`config.mk`:
```
export PLATFORM = sky130hd
export DESIGN_NAME = npd_ctrl
export DESIGN_NICKNAME = d
export VERILOG_FILES = /design/src/hw/rtl/npd_pkg.sv /design/src/hw/rtl/npd_ctrl.sv
export SDC_FILE = /design/constraint.sdc
export NUM_CORES = 1
export LEC_CHECK = 0
export ABC_CLOCK_PERIOD_IN_PS = 3400
export BUFFER_PORTS_ARGS = -buffer_cell sky130_fd_sc_hd__buf_2
export CORE_MARGIN = 4
export CORE_UTILIZATION = 31
export CTS_BUF_LIST = sky130_fd_sc_hd__clkbuf_8
export CTS_CLUSTER_DIAMETER = 200
export DETAILED_ROUTE_END_ITERATION = 8
export PLACE_DENSITY = 0.6
export SYNTH_ARGS = -nofsm -noshare
export SYNTH_HDL_FRONTEND = slang
export SYNTH_SLANG_ARGS = --single-unit
```
`constraint.sdc`:
```
create_clock -name clk -period 3.4 [get_ports clk]
set_input_delay 0.17 -clock clk [delete_from_list [all_inputs] [get_ports clk]]
set_output_delay 0.17 -clock clk [all_outputs]
set_load 0.1 [all_outputs]
```
`src/hw/rtl/npd_pkg.sv`:
```
// Shared constants, types and controller/datapath interface for the nearest point distance scan.
package npd_pkg;

	localparam int MAX_TRAPS  = 1024;
	localparam int IDX_BITS   = $clog2(MAX_TRAPS);
	localparam int CNT_BITS   = IDX_BITS + 1;
	localparam int COORD_BITS = 20;
	localparam int PROD_BITS  = 2 * COORD_BITS;
	localparam int SQ_BITS    = PROD_BITS + 1;
	localparam int DIST_BITS  = 21;
	localparam int RAD_BITS   = 2 * DIST_BITS;
	localparam int REM_BITS   = DIST_BITS + 2;
	localparam int STEP_BITS  = $clog2(DIST_BITS);

	localparam logic [DIST_BITS-1:0] DIST_NONE = '1;

	localparam logic MODE_WRITE = 1'b0;
	localparam logic MODE_QUERY = 1'b1;

	typedef enum logic [2:0] {
		ST_IDLE,
		ST_SCAN,
		ST_DRAIN,
		ST_SQRT,
		ST_DONE
	} npd_state_t;

	typedef struct packed {
		logic                wr_en;
		logic                q_load;
		logic                rd_en;
		logic [IDX_BITS-1:0] rd_addr;
		logic                sqrt_load;
		logic                sqrt_step;
		logic                out_load;
		logic                out_none;
	} npd_cmd_t;

	typedef struct packed {
		logic pipe_busy;
		logic out_free;
	} npd_sts_t;

endpackage

```
`src/hw/rtl/npd_ctrl.sv`:
```
// Controller state machine: input handshake, trap count register, scan and root sequencing.
module npd_ctrl (
	input  logic                     clk,
	input  logic                     arst_n,
	input  logic                     in_valid,
	input  logic                     mode,
	output logic                     in_stall,
	input  logic                     cfg_valid,
	input  logic                     cfg_ready,
	input  logic [npd_pkg::CNT_BITS-1:0] cfg_data,
	output npd_pkg::npd_cmd_t        cmd,
	input  npd_pkg::npd_sts_t        sts
);
	import npd_pkg::*;

	npd_state_t          state_q;
	npd_state_t          state_d;
	logic [CNT_BITS-1:0] trap_count_q;
	logic [CNT_BITS-1:0] count_clamped;
	logic [CNT_BITS-1:0] scan_n_q;
	logic [CNT_BITS-1:0] idx_q;
	logic [STEP_BITS-1:0] step_q;
	logic                none_q;
	logic                accept;
	logic                scan_last;
	logic                sqrt_last;

	// Limit the scan to the store depth
	assign count_clamped = (trap_count_q > CNT_BITS'(MAX_TRAPS)) ?
		CNT_BITS'(MAX_TRAPS) : trap_count_q;
	assign accept    = in_valid && !in_stall;
	assign scan_last = (idx_q == scan_n_q - CNT_BITS'(1));
	assign sqrt_last = (step_q == STEP_BITS'(DIST_BITS - 1));

	// Next state
	always_comb begin
		state_d = state_q;
		unique case (state_q)
			ST_IDLE: begin
				if (accept && mode == MODE_QUERY) begin
					if (count_clamped == '0)
						state_d = ST_DONE;
					else
						state_d = ST_SCAN;
				end
			end
			ST_SCAN: begin
				if (scan_last)
					state_d = ST_DRAIN;
			end
			ST_DRAIN: begin
				if (!sts.pipe_busy)
					state_d = ST_SQRT;
			end
			ST_SQRT: begin
				if (sqrt_last)
					state_d = ST_DONE;
			end
			ST_DONE: begin
				if (sts.out_free)
					state_d = ST_IDLE;
			end
			default: state_d = ST_IDLE;
		endcase
	end

	// Outputs and commands
	always_comb begin
		in_stall      = (state_q != ST_IDLE);
		cmd.wr_en     = accept && (mode == MODE_WRITE);
		cmd.q_load    = accept && (mode == MODE_QUERY);
		cmd.rd_en     = (state_q == ST_SCAN);
		cmd.rd_addr   = idx_q[IDX_BITS-1:0];
		cmd.sqrt_load = (state_q == ST_DRAIN) && !sts.pipe_busy;
		cmd.sqrt_step = (state_q == ST_SQRT);
		cmd.out_load  = (state_q == ST_DONE) && sts.out_free;
		cmd.out_none  = none_q;
	end

	// State and config register
	always_ff @(posedge clk or negedge arst_n) begin
		if (!arst_n) begin
			state_q      <= ST_IDLE;
			trap_count_q <= '0;
		end else begin
			state_q <= state_d;
			if (cfg_valid && cfg_ready)
				trap_count_q <= cfg_data;
		end
	end

	// Advance scan index and root step counters
	always_ff @(posedge clk or negedge arst_n) begin
		if (!arst_n) begin
			idx_q    <= '0;
			scan_n_q <= '0;
			step_q   <= '0;
			none_q   <= 1'b0;
		end else begin
			if (cmd.q_load) begin
				idx_q    <= '0;
				scan_n_q <= count_clamped;
				none_q   <= (count_clamped == '0);
			end else if (cmd.rd_en) begin
				idx_q <= idx_q + CNT_BITS'(1);
			end
			if (cmd.sqrt_load)
				step_q <= '0;
			else if (cmd.sqrt_step)
				step_q <= step_q + STEP_BITS'(1);
		end
	end

	a_sqrt_after_drain: assert property (@(posedge clk) disable iff (!arst_n)
		(state_q == ST_SQRT) |-> !sts.pipe_busy)
		else $error("root started while scan pipeline still busy");

	a_scan_in_range: assert property (@(posedge clk) disable iff (!arst_n)
		(state_q == ST_SCAN) |-> (idx_q < scan_n_q))
		else $error("scan index beyond trap count");

	a_done_to_idle: assert property (@(posedge clk) disable iff (!arst_n)
		cmd.out_load |=> (state_q == ST_IDLE))
		else $error("result loaded without returning to idle");

endmodule

```
Yosys cells after proc, flatten, opt, wreduce, memory -nomap -nowiden
Index checks and enable logic that the tools add are counted.

word-level totals
  flip-flop bits (word level) = 42
  latch bits = 0
  RAM bits = 0
  memory bits (read-only) = 0
  output and inout bits = 18
  logic and storage cells = 48
  memories kept = 0

operators by class
  $add $sub $neg = 3
  multipliers = 0
  divide/modulo/power cells = 0
  order comparisons = 1
  eq/ne operators = 11
  shifts and indexed selects = 0
  muxes and demuxes = 12
  bitwise gates (word level) = 1
  reductions and logical operators = 14

operators with widths
  operator                 number
  $mux W11                 3
  $mux W3                  6
  $pmux W3 S5              1
  $add A11 B1 Y11 const B  1
  $eq A11 B11 Y1           1
  $gt A11 B11 Y1 const B   1
  $logic_not A11 Y1        1
  $sub A11 B1 Y11 const B  1
  $mux W5                  2
  $eq A3 B2 Y1 const B     2
  $logic_and A1 B1 Y1      6
  $ne A2 B2 Y1 const B     3
  $add A5 B1 Y5 const B    1
  $eq A5 B5 Y1 const B     1
  $reduce_and A5 Y1        1
  $ne A2 B1 Y1 const B     2
  $reduce_bool A2 Y1       2
  $eq A3 B1 Y1 const B     1
  $eq A3 B3 Y1 const B     1
  $logic_not A3 Y1         1
  $reduce_bool A3 Y1       1
  $logic_not A1 Y1         2
  $not A1 Y1               1

Longest topological paths before layout
Gate-level depths: netlist of the first run.

  depth after elaboration = 6
  depth in mapped cells = 7

Worst setup path before layout of the first run
OpenSTA, ideal clock, no wires.

  path kind = reg2reg
  from = reg state_q[1]
  to = reg idx_q[9]
  library setup time = 98 ps
  arrival = 2275 ps
  required time = 3302 ps
  path slack = 1027 ps
  cell stages (with the launch flop) = 5
  period minus slack after synthesis = 2373 ps
  cells stage by stage = dfrtp_1 > nor3b_4 > nand4_1 > or3_1 > a21oi_1

RTL lines
  what                    line             source
  from (decl)             npd_ctrl.sv:16   npd_state_t state_q;
  from (signal assigned)  npd_ctrl.sv:86   state_q <= state_d;
  to (signal assigned)    npd_ctrl.sv:105  idx_q <= idx_q + CNT_BITS'(1);
  to (decl)               npd_ctrl.sv:21   logic [CNT_BITS-1:0] idx_q;

==> results of run 1 <==
## area by class of cell
type | count | area, µm² | area share, %
repair buffers | 37 | 188 | 6.96
inverters | 10 | 37.5 | 1.39
multi-input cells | 178 | 1180 | 44.0
clock inverters | 3 | 41.3 | 1.53
clock buffers | 5 | 68.8 | 2.55
flip-flops and latches | 42 | 1050 | 39.0
well taps | 99 | 124 | 4.60
## cells in the mapped netlist (3+ instances only)
library cell | n | share of area, %
dfrtp_1 | 42 | 44
nand2_1 | 35 | 5.5
nor2_1 | 24 | 3.8
buf_4 | 11 | 3.4
mux2_2 | 11 | 5.2
xor2_1 | 11 | 4.0
nand3b_1 | 10 | 3.1
inv_1 | 9 | 1.4
xnor2_1 | 9 | 3.3
nor3_1 | 7 | 1.5
o21ai_0 | 7 | 1.5
clkbuf_1 | 6 | 0.94
or3_1 | 6 | 1.6
a21oi_1 | 5 | 1.0
nand4_1 | 5 | 1.3
and3_1 | 4 | 1.0
ha_1 | 4 | 2.1
nand3_1 | 3 | 0.63
nor2b_1 | 3 | 0.78
## cell usage in the layout (no fill, tap or decap), drive strengths merged, types with 4 or more instances in the layout
| cell | n |
|---|---|
| o21ai | 8 |
| nor2 | 24 |
| ha | 4 |
| buf | 37 |
| dfrtp | 42 |
| nor3 | 7 |
| and3 | 4 |
| or3 | 7 |
| nand2 | 35 |
| xor2 | 11 |
| nand4 | 5 |
| clkbuf | 5 |
| inv | 10 |
| xnor2 | 9 |
| mux2 | 11 |
| a21oi | 5 |
| nand3b | 10 |
## power by group
part / internal, W / total, W / switching [W]
clock network: 0.000216 / 0.000398 / 0.000182
registers: 0.000663 / 0.000906 / 0.000243
logic: 0.000469 / 0.00141 / 0.000945
## flip-flops by register name, indices dropped and copies added (netlist names)
| register | flops |
|---|---|
| scan_n_q | 11 |
| idx_q | 11 |
| trap_count_q | 11 |
| state_q | 3 |
| step_q | 5 |
| none_q | 1 |
## critical path: cells and delay by family (launching register included)
kind	cells	cell delay, ns
buffers and inverters	2	0.88
and+or+nand+nor	2	0.70
DFF	1	0.45
## final timing paths
kind | startpoint | to | slack, ns
hold reg to reg | none_q | none_q | 0.50
min in group clk | cfg_data[9] | trap_count_q[9] | 0.10
setup / recovery | state_q[1] | cmd[15] | 0.90
setup reg to reg | scan_n_q[0] | state_q[1] | 1.30
max in group asynchronous | arst_n | step_q[4] | 2.82
hold / removal | arst_n | idx_q[3] | 0.0001
## through the flow
step	cell area, µm²	hold slack (ns)	std cells	worst slack [ns]
after floorplan	2400	-0.126	250	1.03
final	2700	0.000109	374	0.902
after global placement	2580	0.364	366	1.27
after detailed placement	2580	0.370	366	1.20
after CTS	2700	0.0355	374	0.876
after global routing	2700	0.0857	374	0.722
## layer usage
metal	up-vias	routed length, µm
met5	-	0
met4	0	52
met3	5	355
met2	54	2310
met1	879	2350
li1	908	-
## kinds of logic (layout without fill, tap and decap cells)
kind of cell,Yosys count,count (layout),synth area share [%]
buffers and inverters,30,55,6.78
xor gates and xnor gates,20,20,7.30
and+or+nand+nor,112,112,25.1
muxes,13,13,6.00
DFF,42,42,43.8
adders and majority gates,4,4,2.09
AOI/OAI and AO/OA,29,29,8.92
==> out/qor.txt, run 1 <==
Synth warnings: 0
Clock Skew: 0.0107 ns
Die Y: 96.0 µm
Critical Path RT: 3.23 ns
Placer Congestion: 0.902
Cts repair resizes: 0
First-pass GRT wire length: 8.55 mm
Syn avg cell area: 9.59 µm²
CP Class: reg2out
Fill cells: 792
Worst stage delay on the critical path: 0.50 ns
Leakage: 1.25 nW
Top Usage Layer GRT: met2
Num Clock Sinks: 42
Global Route met1 Usage: 16.3%
Status: completed
Post-route minimum period: 2.50 ns
Maxcap violations: 0
Post-Syn Nets: 273
#FFs+latches synth: 42
Initial DRC Count: 81
Die ar.: 9210 µm²
CTS Buffer Depth: 2
N_diodes: 0
Met3 Use GR: 2.81%
Ys async rst share: 100%
Synth-to-layout area growth: 12.4%
1st-pass router iterations: 4
Fmax: 400 MHz
Io pins: 37
Synth unique cells: 52
Worst-Margin Slew: 0.926 ns
Gr usage total: 11.9%
Slew Viols, Final: 0
Core area: 7370 µm²
Slew margin rel.: 38.3%
Syn Std Cell Area: 2400 µm²
Gate Count Post-Synth: 250
Total number of vias: 1846
DRC viols: 0
# setup viols final: 0
Clk_lat worst skew: 0.30 ns
# Post-CTS Setup Buffers: 0
Initial antenna violation count: 0
Register area share after synthesis: 43.8%
Final ANT Viol Nets: 0
Power, Total: 0.00272 W
Initial Utilization: 32.5%
Post-CTS Hold Fix Bufs: 0
CP cell instances: nor3_1 > nand3_1 > clkinv_1 > buf_2
M2 GR Usage: 18.8%
PortBufs: 36
CTS HTree Levels: 2
Setup Total Neg Slack: 0 ns
Pwr per Cell Area: 1010 nW/µm²
Slowest cell on the critical path: buf_2
Num CTS Buffers: 5
CP arrival: 2.33 ns
Final Util: 36.6%
Primary FF master, synth: dfrtp_1
Vias per std cell: 4.94
Post-synth EDFFs: 0
Die width: 96.0 µm
CTS tree: built
Worst ir drop on vdd: 0.243 mV
Final WL: 5.07 mm
Final Hold Fails: 0
Kind of end point of the critical path: output pin
Grt total ovfl: 0
CP Launch Type: flop
DPL Wire Length: 3.83 mm
Hold WC Path Type: in2async
Layout cells sized above 1: 23.3%
Pin count of the biggest net entering global routing: 43
Root Buffer: clkbuf_8
FP Rows: 31
Vias in the first global route: 1791
Nets@finish: 297
Reg2reg path depth: 7
RSZ-0062 raised after global routing: false
Crit-path max FO: 16
WL/cell: 13.6 µm
Period utilization: 73.5%
Clock Pin Slew Worst Setup and Hold Paths: 0.09 ns
(Power assumes the default switching activity.)
==> run 2, diff against run 1 <==
--- a/config.mk
+++ b/config.mk
@@ -5,7 +5,7 @@
 export SDC_FILE = /design/constraint.sdc
 export NUM_CORES = 1
 export LEC_CHECK = 0
-export ABC_CLOCK_PERIOD_IN_PS = 3400
+export ABC_CLOCK_PERIOD_IN_PS = 2400
 export BUFFER_PORTS_ARGS = -buffer_cell sky130_fd_sc_hd__buf_2
 export CORE_MARGIN = 4
 export CORE_UTILIZATION = 31
==> constraint.sdc (replaced) <==
create_clock -name clk -period 2.4 [get_ports clk]
set_input_delay 0.12 -clock clk [delete_from_list [all_inputs] [get_ports clk]]
set_output_delay 0.12 -clock clk [all_outputs]
set_load 0.1 [all_outputs]
==> out/qor.txt, run 2 (synthesized netlist as in run 1, its figures left out) <==
Kind of end point of the critical path: flop
Vias per std cell: 4.88 (-1.2%)
Total number of vias: 1833 (-0.70%)
CP arrival: 2.28 ns (-0.05 ns)
Hold Worst Slack: 0.0427 ns (+0.0426 ns)
CTS HTree Levels: 2 (unchanged)
Slew Viols, Final: 0 (unchanged)
Leakage: 1.25 nW (about the same)
PortBufs: 36 (unchanged)
CP Launch Type: flop
Pwr per Cell Area: 1390 nW/µm² (+38%)
Clock Skew: 0.00593 ns (-0.00475 ns)
Period utilization: 87.0%
Num CTS Buffers: 5 (unchanged)
Final Hold Fails: 0 (unchanged)
Critical Path RT: 2.59 ns (-0.64 ns)
Largest regs: idx_q (11), scan_n_q (11), trap_count_q (11)
Fmax: 479 MHz
Cts repair resizes: 0 (unchanged)
Clk_lat worst skew: 0.30 ns (about the same)
Post-CTS Hold Fix Bufs: 1 (+1)
1st-pass router iterations: 4 (unchanged)
Hold WC Path Type: in2reg
Slew margin rel.: 37.3% (-1.0 points)
Layout cells sized above 1: 23.8% (+0.55 points)
WL/cell: 13.2 µm (-2.9%)
Slowest cell on the critical path: or4b_4
Fill cells: 783 (-1.1%)
Area of the multi-input gates: 1180 µm² (unchanged)
Die width: 96.0 µm (unchanged)
Sequential cell area: 1050 µm² (unchanged)
Hold Crit Depth: 2
DRC viols: 0 (unchanged)
First-pass GRT wire length: 8.38 mm (-1.9%)
Reg2reg path depth: 7 (unchanged)
Io pins: 37 (unchanged)
Post-route minimum period: 2.09 ns
Inst Count DP: 367 (+0.27%)
Placer Congestion: 0.908 (+0.61%)
Worst ir drop on vdd: 0.363 mV (+50%)
Worst-Margin Slew: 0.941 ns (+0.0151 ns)
CTS tree: built
Die ar.: 9210 µm² (unchanged)
DPL Wire Length: 3.71 mm (-3.2%)
Final WL: 4.95 mm (-2.4%)
FP Rows: 31 (unchanged)
Gr usage total: 11.8% (-0.088 points)
Final ANT Viol Nets: 0 (unchanged)
Fin area: 2710 µm² (+0.46%)
Core area: 7370 µm² (unchanged)
Clock Pin Slew Worst Setup and Hold Paths: 0.08 ns (about the same)
Root Buffer: clkbuf_8
Initial Utilization: 32.5% (unchanged)
Maxcap violations: 0 (unchanged)
Final Util: 36.7% (+0.17 points)
Num Clock Sinks: 42 (unchanged)
Grt total ovfl: 0 (unchanged)
# Post-CTS Setup Buffers: 0 (unchanged)
Initial antenna violation count: 0 (unchanged)
Setup Total Neg Slack: 0 ns (unchanged)
CP cell instances: inv_1 > ha_1 > or4b_4 > o311ai_2 > o211a_1 > nor2b_1 > a31o_1
Vias in the first global route: 1807 (+0.89%)
CP Class: reg2reg
Pin count of the biggest net entering global routing: 43 (unchanged)
Commonest cells after routing, fill and taps aside: 42 x dfrtp_1, 35 x nand2_1, 35 x buf_2, 24 x nor2_1
Commonest non-fill, non-tap cell in the layout: dfrtp_1
Post-Place Cell Area: 2610 µm² (+0.87%)
# setup viols final: 0 (unchanged)
N_diodes: 0 (unchanged)
CTS Buffer Depth: 2 (unchanged)
Status: completed
Crit-path max FO: 7 (-9)
Initial DRC Count: 112 (+38%)
Non-Filler Instances: 376 (+0.53%)
Synth-to-layout area growth: 12.9%
RSZ-0062 raised after global routing: false
Worst stage delay on the critical path: 0.51 ns (about the same)
Nets@finish: 299 (+0.67%)
Die Y: 96.0 µm (unchanged)
run 2: cell count changes in the layout (fill, tap and decap cells not counted):
cell           before  now
clkinv_2            0    1
bufinv_16           1    0
buf_4               1    2
dlygate4sd3_1       0    1
buf_2              36   35
inv_1              10    9
clkinv_4            0    1
buf_12              0    1
run 2: critical path: cells and delay by family (launching register included):
family / cells / cell delay (ns)
AO/OA/AOI/OAI: 3 / 0.64
AND/OR/NAND/NOR: 2 / 0.56
flip-flops: 1 / 0.42
adder cells (fa/ha/maj): 1 / 0.25
buffers and inverters: 1 / 0.10
run 2: worst paths after layout:
| path | slack [ns] | end | from |
|---|---|---|---|
| max | 0.31 | state_q[1] | scan_n_q[0] |
| min in group asynchronous | 0.50 | idx_q[8] | arst_n |
| max reg2reg | 0.31 | state_q[1] | scan_n_q[0] |
| min reg2reg | 0.48 | none_q | none_q |
| min | 0.04 | trap_count_q[9] | cfg_data[9] |
| max in group asynchronous | 1.32 | trap_count_q[1] | arst_n |
run 2: area by class of cell:
type                            instances  area share, %
Clock inverter                          3          0.786
Tap cell                               99           4.57
Multi-Input combinational cell        178           43.8
Sequential cell                        42           38.8
Timing Repair Buffer                   39           8.13
Clock buffer                            5           2.54
Inverter                               10           1.39
run 2: power by group:
group / switching, W / internal [W]
clock: 0.000260 / 0.000204
sequential: 0.000338 / 0.000940
combinational: 0.00134 / 0.000676
total: 0.00194 / 0.00182
run 2: metal layers:
| metal | wire [µm] | vias up | global-route usage (%) |
|---|---|---|---|
| met5 | 0 | - | 0 |
| met4 | 62 | 0 | 3.67 |
| met3 | 217 | 8 | 3.44 |
| met2 | 2200 | 36 | 19.2 |
| met1 | 2470 | 876 | 15.1 |
| li1 | - | 913 | - |
run 2: through the flow:
stage	power, W	setup WS (ns)
floorplan	0.00303	0.0270
global route	0.00404	0.143
finish	0.00376	0.313
detailed placement	0.00331	0.330
global placement	0.00329	0.381
CTS	0.00380	0.284
==> run 3, diff against run 2 <==
--- a/config.mk
+++ b/config.mk
@@ -6,13 +6,13 @@
 export NUM_CORES = 1
 export LEC_CHECK = 0
 export ABC_CLOCK_PERIOD_IN_PS = 2400
-export BUFFER_PORTS_ARGS = -buffer_cell sky130_fd_sc_hd__buf_2
 export CORE_MARGIN = 4
 export CORE_UTILIZATION = 31
 export CTS_BUF_LIST = sky130_fd_sc_hd__clkbuf_8
 export CTS_CLUSTER_DIAMETER = 200
 export DETAILED_ROUTE_END_ITERATION = 8
-export PLACE_DENSITY = 0.6
+export DONT_BUFFER_PORTS = 1
+export PLACE_DENSITY = 0.56
 export SYNTH_ARGS = -nofsm -noshare
 export SYNTH_HDL_FRONTEND = slang
 export SYNTH_SLANG_ARGS = --single-unit
==> out/qor.txt, run 3 (synthesized netlist as in run 1, its figures left out) <==
Status: completed
Core area: 7370 µm² (unchanged)
1st-pass router iterations: 4 (unchanged)
Grt total ovfl: 0 (unchanged)
Cts repair resizes: 0 (unchanged)
Total number of vias: 1810 (-1.3%)
Post-route minimum period: 2.12 ns (+0.0293 ns)
Power, Total: 0.00382 W (+1.6%)
Layout cells sized above 1: 18.1% (-5.7 points)
Post-CTS Hold Fix Bufs: 14 (+13)
Largest regs: idx_q (11), scan_n_q (11), trap_count_q (11)
Period utilization: 88.2% (+1.2 points)
Commonest non-fill, non-tap cell in the layout: dfrtp_1
Root Buffer: clkbuf_8
Worst-Margin Slew: 0.829 ns (-0.111 ns)
WL/cell: 13.6 µm (+3.7%)
Final ANT Viol Nets: 0 (unchanged)
CTS Buffer Depth: 2 (unchanged)
Nets@finish: 293 (-2.0%)
Worst r2r src: scan_n_q[0]
Final Hold Fails: 0 (unchanged)
CP Launch Type: flop
Setup Total Neg Slack: 0 ns (unchanged)
Final WL: 5.05 mm (+2.0%)
Hold WC Path Type: in2reg
Worst ir drop on vdd: 0.420 mV (+16%)
Vias in the first global route: 1746 (-3.4%)
Num CTS Buffers: 5 (unchanged)
Fmax: 473 MHz (-1.4%)
RSZ-0062 raised after global routing: false
Initial Utilization: 32.5% (unchanged)
DRC viols: 0 (unchanged)
Io pins: 37 (unchanged)
Maxcap violations: 0 (unchanged)
N_diodes: 0 (unchanged)
DPL Wire Length: 3.78 mm (+1.9%)
Worst Hold End: none_q
Initial antenna violation count: 0 (unchanged)
Gr usage total: 12.1% (+0.30 points)
CTS tree: built
First-pass GRT wire length: 8.76 mm (+4.4%)
Crit-path max FO: 7 (unchanged)
Reg2reg path depth: 7 (unchanged)
PortBufs: 0 (-100%)
Pin count of the biggest net entering global routing: 43 (unchanged)
Flop2flop setup slack: 0.28 ns (-0.03 ns)
# Post-CTS Setup Buffers: 0 (unchanged)
Slew margin rel.: 44.6% (+7.4 points)
Initial DRC Count: 93 (-17%)
Hold Crit Depth: 3 (+1)
Num Clock Sinks: 42 (unchanged)
Clock Pin Slew Worst Setup and Hold Paths: 0.08 ns (about the same)
Pwr per Cell Area: 1370 nW/µm² (-1.5%)
# setup viols final: 0 (unchanged)
Leakage: 1.24 nW (-1.1%)
CTS HTree Levels: 2 (unchanged)
Slew Viols, Final: 0 (unchanged)
Kind of end point of the critical path: flop
Commonest cells after routing, fill and taps aside: 42 x dfrtp_1, 35 x nand2_1, 23 x nor2_1, 19 x buf_4, 13 x dlygate4sd3_1
Placer Congestion: 0.902 (-0.63%)
Vias per std cell: 4.89 (+0.35%)
Clock Skew: 0.0117 ns (+0.00581 ns)
Die ar.: 9210 µm² (unchanged)
Clk_lat worst skew: 0.30 ns (about the same)
Critical Path RT: 2.58 ns (about the same)
Worst r2r dst: state_q[1]
HP Start: in_valid
Die Y: 96.0 µm (unchanged)
FP Rows: 31 (unchanged)
Fill cells: 767 (-2.0%)
Die width: 96.0 µm (unchanged)
Synth-to-layout area growth: 16.4%
CP Class: reg2reg
CP arrival: 2.30 ns (+0.02 ns)
[run 3: layout make-up]
cell class | count | area [µm²] | area share, %
Multi-Input combinational cell | 178 | 1190 | 42.5
Sequential cell | 42 | 1050 | 37.6
Timing Repair Buffer | 33 | 300 | 10.8
Tap cell | 99 | 124 | 4.44
Clock buffer | 5 | 68.8 | 2.46
Inverter | 10 | 37.5 | 1.34
Clock inverter | 3 | 23.8 | 0.851
[run 3: worst max path at each step]
stage / start / end / slack, ns / depth (start not counted)
floorplan: state_q[1] / idx_q[9] / 0.03 / 4
global placement: scan_n_q[0] / state_q[1] / 0.39 / 7
detailed placement: scan_n_q[0] / state_q[1] / 0.31 / 7
CTS: scan_n_q[0] / state_q[1] / 0.29 / 7
global route: scan_n_q[0] / state_q[0] / 0.16 / 7
finish: scan_n_q[0] / state_q[1] / 0.28 / 7
[run 3: stage by stage]
| step | hold WS, ns | area, µm² | worst slack, ns | cells | utilization, % |
|---|---|---|---|---|---|
| global route | 0.194 | 2790 | 0.159 | 370 | 37.9 |
| detailed placement | -0.174 | 2540 | 0.311 | 348 | 34.5 |
| global placement | -0.174 | 2540 | 0.390 | 348 | 34.5 |
| CTS | 0.141 | 2790 | 0.290 | 370 | 37.9 |
| finish | 0.145 | 2790 | 0.284 | 370 | 37.9 |
| floorplan | -0.176 | 2400 | 0.0270 | 250 | - |
[run 3: power by group]
| part | internal (W) | switching (W) | total, W |
|---|---|---|---|
| sequential | 0.000940 | 0.000335 | 0.00128 |
| clock | 0.000208 | 0.000258 | 0.000466 |
| combinational | 0.000719 | 0.00136 | 0.00208 |
| total | 0.00187 | 0.00195 | 0.00382 |
[run 3: layer usage]
| metal | global-route usage (%) | wire length [µm] |
|---|---|---|
| met3 | 2.74 | 253 |
| met4 | 3.20 | 43 |
| met1 | 17.2 | 2470 |
| met5 | 0 | 0 |
| met2 | 18.5 | 2280 |
[run 3: critical path, cell delays in order, from the launching register on]
cell and delay, ns:
dfrtp_1 0.43, inv_1 0.10, ha_1 0.26, or4b_4 0.52
o311ai_2 0.23, o211a_1 0.21, nor2b_1 0.06, a31o_1 0.21
